### src/rtl/mts_pkg.sv
// shared types, constants and the control store of the march test sequencer
// no dependencies; imported by every module of the block
package mts_pkg;

  localparam int unsigned IdxW   = 21;
  localparam int unsigned CntW   = 22;
  localparam int unsigned DataW  = 32;
  localparam int unsigned PhaseW = 3;
  localparam int unsigned StepW  = 4;

  localparam logic [CntW-1:0]  MaxWords  = 22'd2097152;
  localparam logic [DataW-1:0] HashMulA  = 32'h9E37_79B9;
  localparam logic [DataW-1:0] HashMulB  = 32'h7FEB_352D;
  localparam logic [DataW-1:0] HashMask  = 32'hA5A5_5A5A;
  localparam logic [DataW-1:0] AllOnes   = 32'hFFFF_FFFF;

  // march phases
  localparam logic [PhaseW-1:0] PhWrZero  = 3'd0;
  localparam logic [PhaseW-1:0] PhOnes    = 3'd1;
  localparam logic [PhaseW-1:0] PhPattern = 3'd2;
  localparam logic [PhaseW-1:0] PhInverse = 3'd3;
  localparam logic [PhaseW-1:0] PhClear   = 3'd4;
  localparam logic [PhaseW-1:0] PhVerify  = 3'd5;

  // configuration register indexes
  localparam logic RegWordCount = 1'b0;
  localparam logic RegBaseAddr  = 1'b1;

  typedef enum logic [1:0] {
    StatAccess = 2'd0,
    StatPass   = 2'd1,
    StatFail   = 2'd2,
    StatIdle   = 2'd3
  } mts_status_e;

  typedef enum logic [3:0] {
    OpNone    = 4'd0,
    OpStart   = 4'd1,
    OpAdvance = 4'd2,
    OpHash1   = 4'd3,
    OpHash2   = 4'd4,
    OpIssue   = 4'd5,
    OpPass    = 4'd6,
    OpFail    = 4'd7,
    OpIdle    = 4'd8
  } mts_op_e;

  typedef enum logic [2:0] {
    CondNext     = 3'd0,
    CondAlways   = 3'd1,
    CondNoInput  = 3'd2,
    CondStart    = 3'd3,
    CondIdle     = 3'd4,
    CondMismatch = 3'd5,
    CondDone     = 3'd6,
    CondZero     = 3'd7
  } mts_cond_e;

  typedef struct packed {
    mts_op_e          op;
    mts_cond_e        cond;
    logic [StepW-1:0] target;
  } mts_uword_t;

  typedef struct packed {
    logic    take;
    mts_op_e op;
  } mts_ctrl_t;

  typedef struct packed {
    logic func_start;
    logic not_running;
    logic mismatch;
    logic run_done;
    logic zero_words;
    logic out_full;
  } mts_flags_t;

  // program step addresses
  localparam logic [StepW-1:0] StWait     = 4'd0;
  localparam logic [StepW-1:0] StDispatch = 4'd1;
  localparam logic [StepW-1:0] StChkRun   = 4'd2;
  localparam logic [StepW-1:0] StChkData  = 4'd3;
  localparam logic [StepW-1:0] StAdvance  = 4'd4;
  localparam logic [StepW-1:0] StChkDone  = 4'd5;
  localparam logic [StepW-1:0] StHash1    = 4'd6;
  localparam logic [StepW-1:0] StHash2    = 4'd7;
  localparam logic [StepW-1:0] StIssue    = 4'd8;
  localparam logic [StepW-1:0] StStart    = 4'd9;
  localparam logic [StepW-1:0] StChkZero  = 4'd10;
  localparam logic [StepW-1:0] StGoHash   = 4'd11;
  localparam logic [StepW-1:0] StPass     = 4'd12;
  localparam logic [StepW-1:0] StFail     = 4'd13;
  localparam logic [StepW-1:0] StIdle     = 4'd14;

  function automatic mts_uword_t mts_ucode(input logic [StepW-1:0] step);
    mts_uword_t uw;
    case (step)
      StWait:     uw = '{OpNone,    CondNoInput,  StWait};
      StDispatch: uw = '{OpNone,    CondStart,    StStart};
      StChkRun:   uw = '{OpNone,    CondIdle,     StIdle};
      StChkData:  uw = '{OpNone,    CondMismatch, StFail};
      StAdvance:  uw = '{OpAdvance, CondNext,     StWait};
      StChkDone:  uw = '{OpNone,    CondDone,     StPass};
      StHash1:    uw = '{OpHash1,   CondNext,     StWait};
      StHash2:    uw = '{OpHash2,   CondNext,     StWait};
      StIssue:    uw = '{OpIssue,   CondAlways,   StWait};
      StStart:    uw = '{OpStart,   CondNext,     StWait};
      StChkZero:  uw = '{OpNone,    CondZero,     StPass};
      StGoHash:   uw = '{OpNone,    CondAlways,   StHash1};
      StPass:     uw = '{OpPass,    CondAlways,   StWait};
      StFail:     uw = '{OpFail,    CondAlways,   StWait};
      StIdle:     uw = '{OpIdle,    CondAlways,   StWait};
      default:    uw = '{OpNone,    CondAlways,   StWait};
    endcase
    return uw;
  endfunction

endpackage

### src/rtl/march_memory_test_sequencer.sv
// top level of the march memory test sequencer
// depends on mts_pkg, mts_ctrl, mts_datapath (which holds mts_hash)
//
//  channel  | handshake              | payload
//  ---------+------------------------+------------------------------------------
//  in       | in_valid_i/in_ready_o  | func_i, read_data_i
//  out      | out_valid_o/out_ready_i| status_o, word_index_o, read/write_enable_o,
//           |                        | write_data_o, phase_o, expected/actual_value_o
//  cfg      | cfg_we_i               | cfg_index_i, cfg_wdata_i
//
// one transaction at a time; after an accept the program walks the dispatch checks
// (start, idle, mismatch), then the march advance, the done check, the two hash stages
// and the step that issues an access; a start walks the zero-count check, the two hash
// stages and the issue step; failing, finishing and idle steps go to their emit step
// reset clears the step counter, march state, configuration registers and result valid
// a full result register holds the program at its emit step until taken
module march_memory_test_sequencer import mts_pkg::*; (
  input  logic               clk_i,
  input  logic               rst_ni,
  input  logic               cfg_we_i,
  input  logic               cfg_index_i,
  input  logic [DataW-1:0]   cfg_wdata_i,
  input  logic               in_valid_i,
  output logic               in_ready_o,
  input  logic               func_i,
  input  logic [DataW-1:0]   read_data_i,
  output logic               out_valid_o,
  input  logic               out_ready_i,
  output logic [1:0]         status_o,
  output logic [IdxW-1:0]    word_index_o,
  output logic               read_enable_o,
  output logic               write_enable_o,
  output logic [DataW-1:0]   write_data_o,
  output logic [PhaseW-1:0]  phase_o,
  output logic [DataW-1:0]   expected_value_o,
  output logic [DataW-1:0]   actual_value_o
);

  mts_ctrl_t  ctrl;
  mts_flags_t flags;

  mts_ctrl u_ctrl (
    .clk_i      (clk_i),
    .rst_ni     (rst_ni),
    .in_valid_i (in_valid_i),
    .in_ready_o (in_ready_o),
    .flags_i    (flags),
    .ctrl_o     (ctrl)
  );

  mts_datapath u_datapath (
    .clk_i            (clk_i),
    .rst_ni           (rst_ni),
    .ctrl_i           (ctrl),
    .flags_o          (flags),
    .cfg_we_i         (cfg_we_i),
    .cfg_index_i      (cfg_index_i),
    .cfg_wdata_i      (cfg_wdata_i),
    .func_i           (func_i),
    .read_data_i      (read_data_i),
    .out_valid_o      (out_valid_o),
    .out_ready_i      (out_ready_i),
    .status_o         (status_o),
    .word_index_o     (word_index_o),
    .read_enable_o    (read_enable_o),
    .write_enable_o   (write_enable_o),
    .write_data_o     (write_data_o),
    .phase_o          (phase_o),
    .expected_value_o (expected_value_o),
    .actual_value_o   (actual_value_o)
  );

endmodule

### src/rtl/mts_ctrl.sv
// microprogram sequencer: step counter, control store fetch, conditional jumps
// depends on mts_pkg
module mts_ctrl import mts_pkg::*; (
  input  logic       clk_i,
  input  logic       rst_ni,
  input  logic       in_valid_i,
  output logic       in_ready_o,
  input  mts_flags_t flags_i,
  output mts_ctrl_t  ctrl_o
);

  logic [StepW-1:0] upc_q, upc_d;
  mts_uword_t       uw;
  logic             take;
  logic             emit;
  logic             stall;
  logic             jump;

  assign uw         = mts_ucode(upc_q);
  assign in_ready_o = (upc_q == StWait);
  assign take       = in_ready_o & in_valid_i;

  always_comb begin
    emit  = uw.op inside {OpIssue, OpPass, OpFail, OpIdle};
    stall = emit & flags_i.out_full;
  end

  always_comb begin
    case (uw.cond)
      CondNext:     jump = 1'b0;
      CondAlways:   jump = 1'b1;
      CondNoInput:  jump = !take;
      CondStart:    jump = flags_i.func_start;
      CondIdle:     jump = flags_i.not_running;
      CondMismatch: jump = flags_i.mismatch;
      CondDone:     jump = flags_i.run_done;
      CondZero:     jump = flags_i.zero_words;
      default:      jump = 1'b1;
    endcase
  end

  always_comb begin
    if (stall) begin
      upc_d = upc_q;
    end else if (jump) begin
      upc_d = uw.target;
    end else begin
      upc_d = upc_q + StepW'(1);
    end
  end

  assign ctrl_o.take = take;
  assign ctrl_o.op   = stall ? OpNone : uw.op;

  always_ff @(posedge clk_i or negedge rst_ni) begin
    if (!rst_ni) begin
      upc_q <= StWait;
    end else begin
      upc_q <= upc_d;
    end
  end

  a_take_dispatch: assert property (@(posedge clk_i) disable iff (!rst_ni)
    take |=> upc_q == StDispatch)
    else $error("accepted transaction did not reach dispatch");

  a_stall_hold: assert property (@(posedge clk_i) disable iff (!rst_ni)
    stall |=> $stable(upc_q))
    else $error("step counter moved while result register full");

endmodule

### src/rtl/mts_hash.sv
// two-stage address/index pattern hash, one multiply per stage
// depends on mts_pkg
module mts_hash import mts_pkg::*; (
  input  logic             clk_i,
  input  logic             stage1_en_i,
  input  logic             stage2_en_i,
  input  logic [IdxW-1:0]  index_i,
  input  logic [DataW-1:0] base_i,
  output logic [DataW-1:0] pattern_o
);

  logic [DataW-1:0] idx_ext;
  logic [DataW-1:0] addr;
  logic [DataW-1:0] mul_a;
  logic [DataW-1:0] fold;
  logic [DataW-1:0] mul_b;
  logic [DataW-1:0] mix_q;
  logic [DataW-1:0] prod_q;

  assign idx_ext = {{(DataW-IdxW){1'b0}}, index_i};
  assign addr    = base_i + {idx_ext[DataW-3:0], 2'b00};
  assign mul_a   = idx_ext * HashMulA;
  assign fold    = mix_q ^ (mix_q >> 16);
  assign mul_b   = fold * HashMulB;

  always_ff @(posedge clk_i) begin
    if (stage1_en_i) begin
      mix_q <= addr ^ mul_a;
    end
    if (stage2_en_i) begin
      prod_q <= mul_b;
    end
  end

  assign pattern_o = prod_q ^ (prod_q >> 15) ^ HashMask;

endmodule

### src/rtl/mts_datapath.sv
// march state, address stepping, checking and the result register
// depends on mts_pkg and mts_hash
module mts_datapath import mts_pkg::*; (
  input  logic               clk_i,
  input  logic               rst_ni,
  input  mts_ctrl_t          ctrl_i,
  output mts_flags_t         flags_o,
  input  logic               cfg_we_i,
  input  logic               cfg_index_i,
  input  logic [DataW-1:0]   cfg_wdata_i,
  input  logic               func_i,
  input  logic [DataW-1:0]   read_data_i,
  output logic               out_valid_o,
  input  logic               out_ready_i,
  output logic [1:0]         status_o,
  output logic [IdxW-1:0]    word_index_o,
  output logic               read_enable_o,
  output logic               write_enable_o,
  output logic [DataW-1:0]   write_data_o,
  output logic [PhaseW-1:0]  phase_o,
  output logic [DataW-1:0]   expected_value_o,
  output logic [DataW-1:0]   actual_value_o
);

  logic [CntW-1:0]   word_count_q;
  logic [DataW-1:0]  base_addr_q;
  logic [CntW-1:0]   run_words_q, run_words_d;
  logic [DataW-1:0]  run_base_q;
  logic              running_q;
  logic              check_pending_q;
  logic [DataW-1:0]  pending_expected_q;
  logic [PhaseW-1:0] cur_phase_q;
  logic [IdxW-1:0]   cur_index_q;
  logic [PhaseW-1:0] nxt_phase_q, adv_phase;
  logic [IdxW-1:0]   nxt_index_q, adv_index;
  logic              done_q, adv_done;
  logic              func_q;
  logic [DataW-1:0]  rdata_q;
  logic              out_valid_q;
  logic              load;

  logic [DataW-1:0]  pattern;
  logic [IdxW-1:0]   last_index;
  logic [PhaseW-1:0] phase_inc;
  logic              iss_rd, iss_we;
  logic [DataW-1:0]  iss_wd, iss_ex;

  logic [1:0]        res_status;
  logic [IdxW-1:0]   res_index;
  logic              res_rd, res_we;
  logic [DataW-1:0]  res_wd;
  logic [PhaseW-1:0] res_phase;
  logic [DataW-1:0]  res_ex, res_ac;

  mts_hash u_hash (
    .clk_i       (clk_i),
    .stage1_en_i (ctrl_i.op == OpHash1),
    .stage2_en_i (ctrl_i.op == OpHash2),
    .index_i     (nxt_index_q),
    .base_i      (run_base_q),
    .pattern_o   (pattern)
  );

  assign run_words_d = (word_count_q > MaxWords) ? MaxWords : word_count_q;
  assign last_index  = IdxW'(run_words_q - CntW'(1));
  assign phase_inc   = cur_phase_q + PhaseW'(1);

  // next word and phase of the march
  always_comb begin
    adv_phase = cur_phase_q;
    adv_index = cur_index_q;
    adv_done  = 1'b0;
    if (cur_phase_q == PhInverse || cur_phase_q == PhClear) begin
      if (cur_index_q != '0) begin
        adv_index = cur_index_q - IdxW'(1);
      end else begin
        adv_phase = phase_inc;
        adv_index = (phase_inc == PhClear) ? last_index : '0;
      end
    end else begin
      if (({1'b0, cur_index_q} + CntW'(1)) < run_words_q) begin
        adv_index = cur_index_q + IdxW'(1);
      end else if (cur_phase_q >= PhVerify) begin
        adv_done = 1'b1;
      end else begin
        adv_phase = phase_inc;
        adv_index = (phase_inc == PhInverse) ? last_index : '0;
      end
    end
  end

  // access fields of the issued phase
  always_comb begin
    iss_rd = 1'b1;
    iss_we = 1'b1;
    iss_wd = '0;
    iss_ex = '0;
    case (nxt_phase_q)
      PhWrZero:  iss_rd = 1'b0;
      PhOnes:    iss_wd = AllOnes;
      PhPattern: begin
        iss_ex = AllOnes;
        iss_wd = pattern;
      end
      PhInverse: begin
        iss_ex = pattern;
        iss_wd = ~pattern;
      end
      PhClear:   iss_ex = ~pattern;
      default:   iss_we = 1'b0;
    endcase
  end

  assign load = (ctrl_i.op == OpIssue) || (ctrl_i.op == OpPass)
             || (ctrl_i.op == OpFail)  || (ctrl_i.op == OpIdle);

  always_ff @(posedge clk_i or negedge rst_ni) begin
    if (!rst_ni) begin
      word_count_q       <= '0;
      base_addr_q        <= '0;
      run_words_q        <= '0;
      run_base_q         <= '0;
      running_q          <= 1'b0;
      check_pending_q    <= 1'b0;
      pending_expected_q <= '0;
      cur_phase_q        <= '0;
      cur_index_q        <= '0;
      nxt_phase_q        <= '0;
      nxt_index_q        <= '0;
      done_q             <= 1'b0;
      out_valid_q        <= 1'b0;
    end else begin
      if (cfg_we_i) begin
        case (cfg_index_i)
          RegWordCount: word_count_q <= cfg_wdata_i[CntW-1:0];
          RegBaseAddr:  base_addr_q  <= cfg_wdata_i;
          default:      base_addr_q  <= cfg_wdata_i;
        endcase
      end
      if (load) begin
        out_valid_q <= 1'b1;
      end else if (out_ready_i) begin
        out_valid_q <= 1'b0;
      end
      case (ctrl_i.op)
        OpStart: begin
          run_words_q     <= run_words_d;
          run_base_q      <= base_addr_q;
          running_q       <= (run_words_d != '0);
          check_pending_q <= 1'b0;
          cur_phase_q     <= PhWrZero;
          cur_index_q     <= '0;
          nxt_phase_q     <= PhWrZero;
          nxt_index_q     <= '0;
          done_q          <= 1'b0;
        end
        OpAdvance: begin
          nxt_phase_q <= adv_phase;
          nxt_index_q <= adv_index;
          done_q      <= adv_done;
        end
        OpIssue: begin
          cur_phase_q        <= nxt_phase_q;
          cur_index_q        <= nxt_index_q;
          check_pending_q    <= iss_rd;
          pending_expected_q <= iss_ex;
        end
        OpPass, OpFail: begin
          running_q       <= 1'b0;
          check_pending_q <= 1'b0;
        end
        default: ;
      endcase
    end
  end

  // result payload for the emitting op
  always_comb begin
    res_status = StatIdle;
    res_index  = '0;
    res_rd     = 1'b0;
    res_we     = 1'b0;
    res_wd     = '0;
    res_phase  = '0;
    res_ex     = '0;
    res_ac     = '0;
    case (ctrl_i.op)
      OpIssue: begin
        res_status = StatAccess;
        res_index  = nxt_index_q;
        res_rd     = iss_rd;
        res_we     = iss_we;
        res_wd     = iss_wd;
        res_phase  = nxt_phase_q;
        res_ex     = iss_ex;
      end
      OpFail: begin
        res_status = StatFail;
        res_index  = cur_index_q;
        res_phase  = cur_phase_q;
        res_ex     = pending_expected_q;
        res_ac     = rdata_q;
      end
      OpPass:  res_status = StatPass;
      default: res_status = StatIdle;
    endcase
  end

  // transaction payload and result payload
  always_ff @(posedge clk_i) begin
    if (ctrl_i.take) begin
      func_q  <= func_i;
      rdata_q <= read_data_i;
    end
    if (load) begin
      status_o         <= res_status;
      word_index_o     <= res_index;
      read_enable_o    <= res_rd;
      write_enable_o   <= res_we;
      write_data_o     <= res_wd;
      phase_o          <= res_phase;
      expected_value_o <= res_ex;
      actual_value_o   <= res_ac;
    end
  end

  assign out_valid_o = out_valid_q;

  assign flags_o.func_start  = !func_q;
  assign flags_o.not_running = !running_q;
  assign flags_o.mismatch    = check_pending_q && (rdata_q != pending_expected_q);
  assign flags_o.run_done    = done_q;
  assign flags_o.zero_words  = (run_words_q == '0);
  assign flags_o.out_full    = out_valid_q && !out_ready_i;

  a_pending_phase: assert property (@(posedge clk_i) disable iff (!rst_ni)
    check_pending_q |-> cur_phase_q != PhWrZero)
    else $error("read check pending after a write-only phase");

  a_index_range: assert property (@(posedge clk_i) disable iff (!rst_ni)
    running_q |-> {1'b0, cur_index_q} < run_words_q)
    else $error("word index beyond the tested range");

  a_phase_range: assert property (@(posedge clk_i) disable iff (!rst_ni)
    cur_phase_q <= PhVerify && nxt_phase_q <= PhVerify)
    else $error("march phase out of range");

  a_load_valid: assert property (@(posedge clk_i) disable iff (!rst_ni)
    load |=> out_valid_q)
    else $error("result not presented after load");

endmodule
### config.mk
export PLATFORM = sky130hd
export DESIGN_NAME = march_memory_test_sequencer
export DESIGN_NICKNAME = d
export VERILOG_FILES = /design/src/rtl/mts_pkg.sv /design/src/rtl/march_memory_test_sequencer.sv /design/src/rtl/mts_ctrl.sv /design/src/rtl/mts_hash.sv /design/src/rtl/mts_datapath.sv
export SDC_FILE = /design/constraint.sdc
export NUM_CORES = 2
export LEC_CHECK = 0
export ABC_CLOCK_PERIOD_IN_PS = 11100
export BUFFER_PORTS_ARGS = -buffer_cell sky130_fd_sc_hd__buf_2
export CAP_MARGIN = 0
export CORE_ASPECT_RATIO = 0.9
export CORE_MARGIN = 2
export CORE_UTILIZATION = 45
export DETAILED_ROUTE_END_ITERATION = 10
export PLACE_DENSITY_LB_ADDON = 0.1
export SYNTH_ARGS = -nofsm -noshare
export SYNTH_HDL_FRONTEND = slang
export SYNTH_SLANG_ARGS = --single-unit
### constraint.sdc
create_clock -name clk_i -period 11.1 [get_ports clk_i]
set_input_delay 1.665 -clock clk_i [delete_from_list [all_inputs] [get_ports clk_i]]
set_output_delay 1.665 -clock clk_i [all_outputs]
set_load 0.02 [all_outputs]
==> flow_summary.toml <==
[outcome]
status = "finished clean"

[layout]
syn_to_final_growth_pct = 10.3
diodes = 0
multi_input_area_sq_um = 22600
fillerInstances = 7565
final_common_cell = "inv_1"
nNetsFinal = 4512
layout-drive-gt1-share_pct = 11.0
final_cell_mix = "inv_1 (646), fa_1 (388), ha_1 (369)"
register_area_sq_um = 11500

[sta]
slew_viol_final = 0
max_slew_margin_pct = 15.1
setup_viol = 0
fin_crit_ns = 7.42
rsz0062_at_grt = "no"
finalHoldViolCount = 0
clock_skew_ns = 0.0545
fin_crit_sh_pct = 66.8
tightest_slew_ns = 1.27
setup_tns_ns = 0
fmax_mhz = 135

[clocking]
cts_max_path_buffers = 3
post-cts-setup-buffers = 0
clk_pin_slew_ns = 0.06
cts_buffers = 47
ctsResizeCount = 0
cts_tree = "built"
h-tree-depth = 2
insertion_delay_ns = 0.65
cts_root_buffer = "clkbuf_16"
numClockSinks = 417
ctsHoldBuffers = 0

[drt]
drt-initial-drc-count = 1553
dr.pass1.iters = 5
totalWireLength_um = 103000
wl_per_cell_um = 21.5
drcViolationCount = 0
antenna_left = 0
num_vias = 24900
vias_per_cell = 5.21

[grt]
grt_pass1_vias = 25400
overflow = 0
antenna_found_initial = 1
grt_usage_pct = 24.8
grt_pass1_wl_um = 157000
grt_start_max_net_pins = 81

[setup_path]
arrival_ns = 7.79
start_kind = "flop"
ff2ff_setup_slack_ns = 3.68
slowest_stage = "edfxtp_1"
cp.required_ns = 11.47
critPathKind = "flop to flop"
crit_fanout = 9
cp_cell_sequence = "xor2_1 -> ha_1 -> inv_1 -> fa_1 -> inv_1 -> ha_1 -> inv_1 -> fa_1 -> inv_1 -> fa_1 -> inv_1 -> fa_1 -> inv_1 -> fa_1 -> fa_1 -> ha_1 -> nand2_1 -> nor2_1 -> and3_1 -> o21ai_0 -> a21boi_0 -> a41oi_1 -> o221a_2 -> a311o_1"
slowest_delay_ns = 0.68
critPathCaptureType = "flop"

[logic_synthesis]
synth_cell_types = 79
synthFlopType = "edfxtp_1"
postSynthAreaPerCell_sq_um = 10.5
ys_warn_count = 0
yosys_register_bits = 417
syn_inst = 3512
synth_enable_flop_cells = 221
synth.net_count = 4340
async_reset_ff_share_pct = 47.0
seq_area_frac_synth_pct = 31.2
synth_area_sq_um = 36900

[die]
num_io_pins = 197
rows = 99
fp.dieW_um = 306
start_util_pct = 45.5
dieArea_sq_um = 84400
core_area_sq_um = 81100
die_height_um = 276

[run]
cap_violations = 0

[placed_design]
portBuffers = 196
dp_hpwl_um = 82600
gp_congestion = 0.931

[worst_hold_path]
hp-class = "flop to flop"
cell usage after synthesis, drive strengths merged, types with 9 or more instances:
cell | instances | area share (%)
inv | 646 | 6.6
fa | 388 | 21
ha | 369 | 12
nand2 | 238 | 2.4
edfxtp | 221 | 18
xnor2 | 198 | 4.7
dfrtp | 196 | 13
a21oi | 146 | 2.0
nor2 | 143 | 1.5
o21ai | 120 | 1.6
xor2 | 111 | 2.6
a21o | 92 | 1.9
clkbuf | 81 | 0.82
nand3 | 57 | 0.77
mux2 | 56 | 1.7
and2 | 50 | 0.85
nor3 | 37 | 0.53
buf | 31 | 0.44
a22o | 30 | 0.71
nor2b | 26 | 0.44
nor4 | 22 | 0.37
and3 | 21 | 0.36
or3 | 21 | 0.37
a31oi | 18 | 0.30
mux2i | 17 | 0.50
nand2b | 16 | 0.27
o21a | 15 | 0.30
a211oi | 14 | 0.30
o22ai | 14 | 0.24
nand4 | 13 | 0.22
a31o | 9 | 0.21
nand3b | 9 | 0.18
final timing paths:
path,from,end,depth (start not counted)
worst max-delay path,u_datapath.u_hash.mix_q[18],u_datapath.u_hash.prod_q[29],24
worst min-delay path,u_datapath.base_addr_q[12],u_datapath.run_base_q[12],2
worst max register to register,u_datapath.u_hash.mix_q[18],u_datapath.u_hash.prod_q[29],24
worst min register to register,u_datapath.base_addr_q[12],u_datapath.run_base_q[12],2
max in group asynchronous,rst_ni,u_datapath.nxt_phase_q[0],2
min in group asynchronous,rst_ni,u_datapath.base_addr_q[29],1
cells by family after synthesis:
group,after synthesis,share of synthesized area [%]
adder cells (fa/ha/maj),757,33.5
flip-flops,417,31.2
AO/OA/AOI/OAI,527,9.22
AND/OR/NAND/NOR,671,8.65
buffers and inverters,758,7.83
XOR/XNOR,309,7.33
multiplexers,73,2.21
registers in the layout, summed over array words and instances, names as in the netlist, 2 cells and up:
register,count
u_datapath.actual_value_o,32
u_datapath.base_addr_q,32
u_datapath.expected_value_o,32
u_datapath.pending_expected_q,32
u_datapath.rdata_q,32
u_datapath.run_base_q,32
u_datapath.u_hash.mix_q,32
u_datapath.u_hash.prod_q,32
u_datapath.write_data_o,32
u_datapath.run_words_q,22
u_datapath.word_count_q,22
u_datapath.cur_index_q,21
u_datapath.nxt_index_q,21
u_datapath.word_index_o,21
u_ctrl.upc_q,4
u_datapath.cur_phase_q,3
u_datapath.nxt_phase_q,3
u_datapath.phase_o,3
u_datapath.status_o,2
stage by stage:
| step | hold slack (ns) | setup slack (ns) | area, sq um | util, % | cells |
|---|---|---|---|---|---|
| 4_1_cts | 0.467 | 3.72 | 40800 | 50.2 | 4783 |
| 6_report | 0.462 | 3.68 | 40800 | 50.2 | 4783 |
| 3_5_place_dp | 0.451 | 3.69 | 39100 | 48.2 | 4695 |
| 2_1_floorplan | 0.433 | 3.18 | 36900 | - | 3512 |
| 3_3_place_gp | 0.448 | 3.82 | 39100 | 48.2 | 4695 |
| 5_1_grt | 0.497 | 3.12 | 40800 | 50.2 | 4783 |
worst max-delay path, delay by kind of cell, from the launching register on:
kind | cells | cell delay (ns)
adders and majority gates | 9 | 3.56
AOI/OAI and AO/OA | 5 | 1.58
DFF | 1 | 0.68
xor gates and xnor gates | 1 | 0.61
and+or+nand+nor | 3 | 0.38
buffers and inverters | 6 | 0.37
cell type report:
cell class / instances / area share, %
clock inverter: 26 / 0.844
tap: 1060 / 3.25
multi-input combinational: 2337 / 55.3
sequential: 417 / 28.3
timing repair buffer: 235 / 3.15
inverter: 646 / 5.95
clock buffer: 62 / 3.17
per-layer routing:
layer  vias up  part of all wire [%]  GRT usage [%]
met5         -                     0              0
met4         0                   3.0           7.26
met1     12300                    45           35.1
met3       121                   5.4           3.53
met2       666                    46           39.8
li1      11800                     -              -
Power is not shown: default switching activity piles up to over one toggle a cycle in this logic, so the estimate is an artifact.
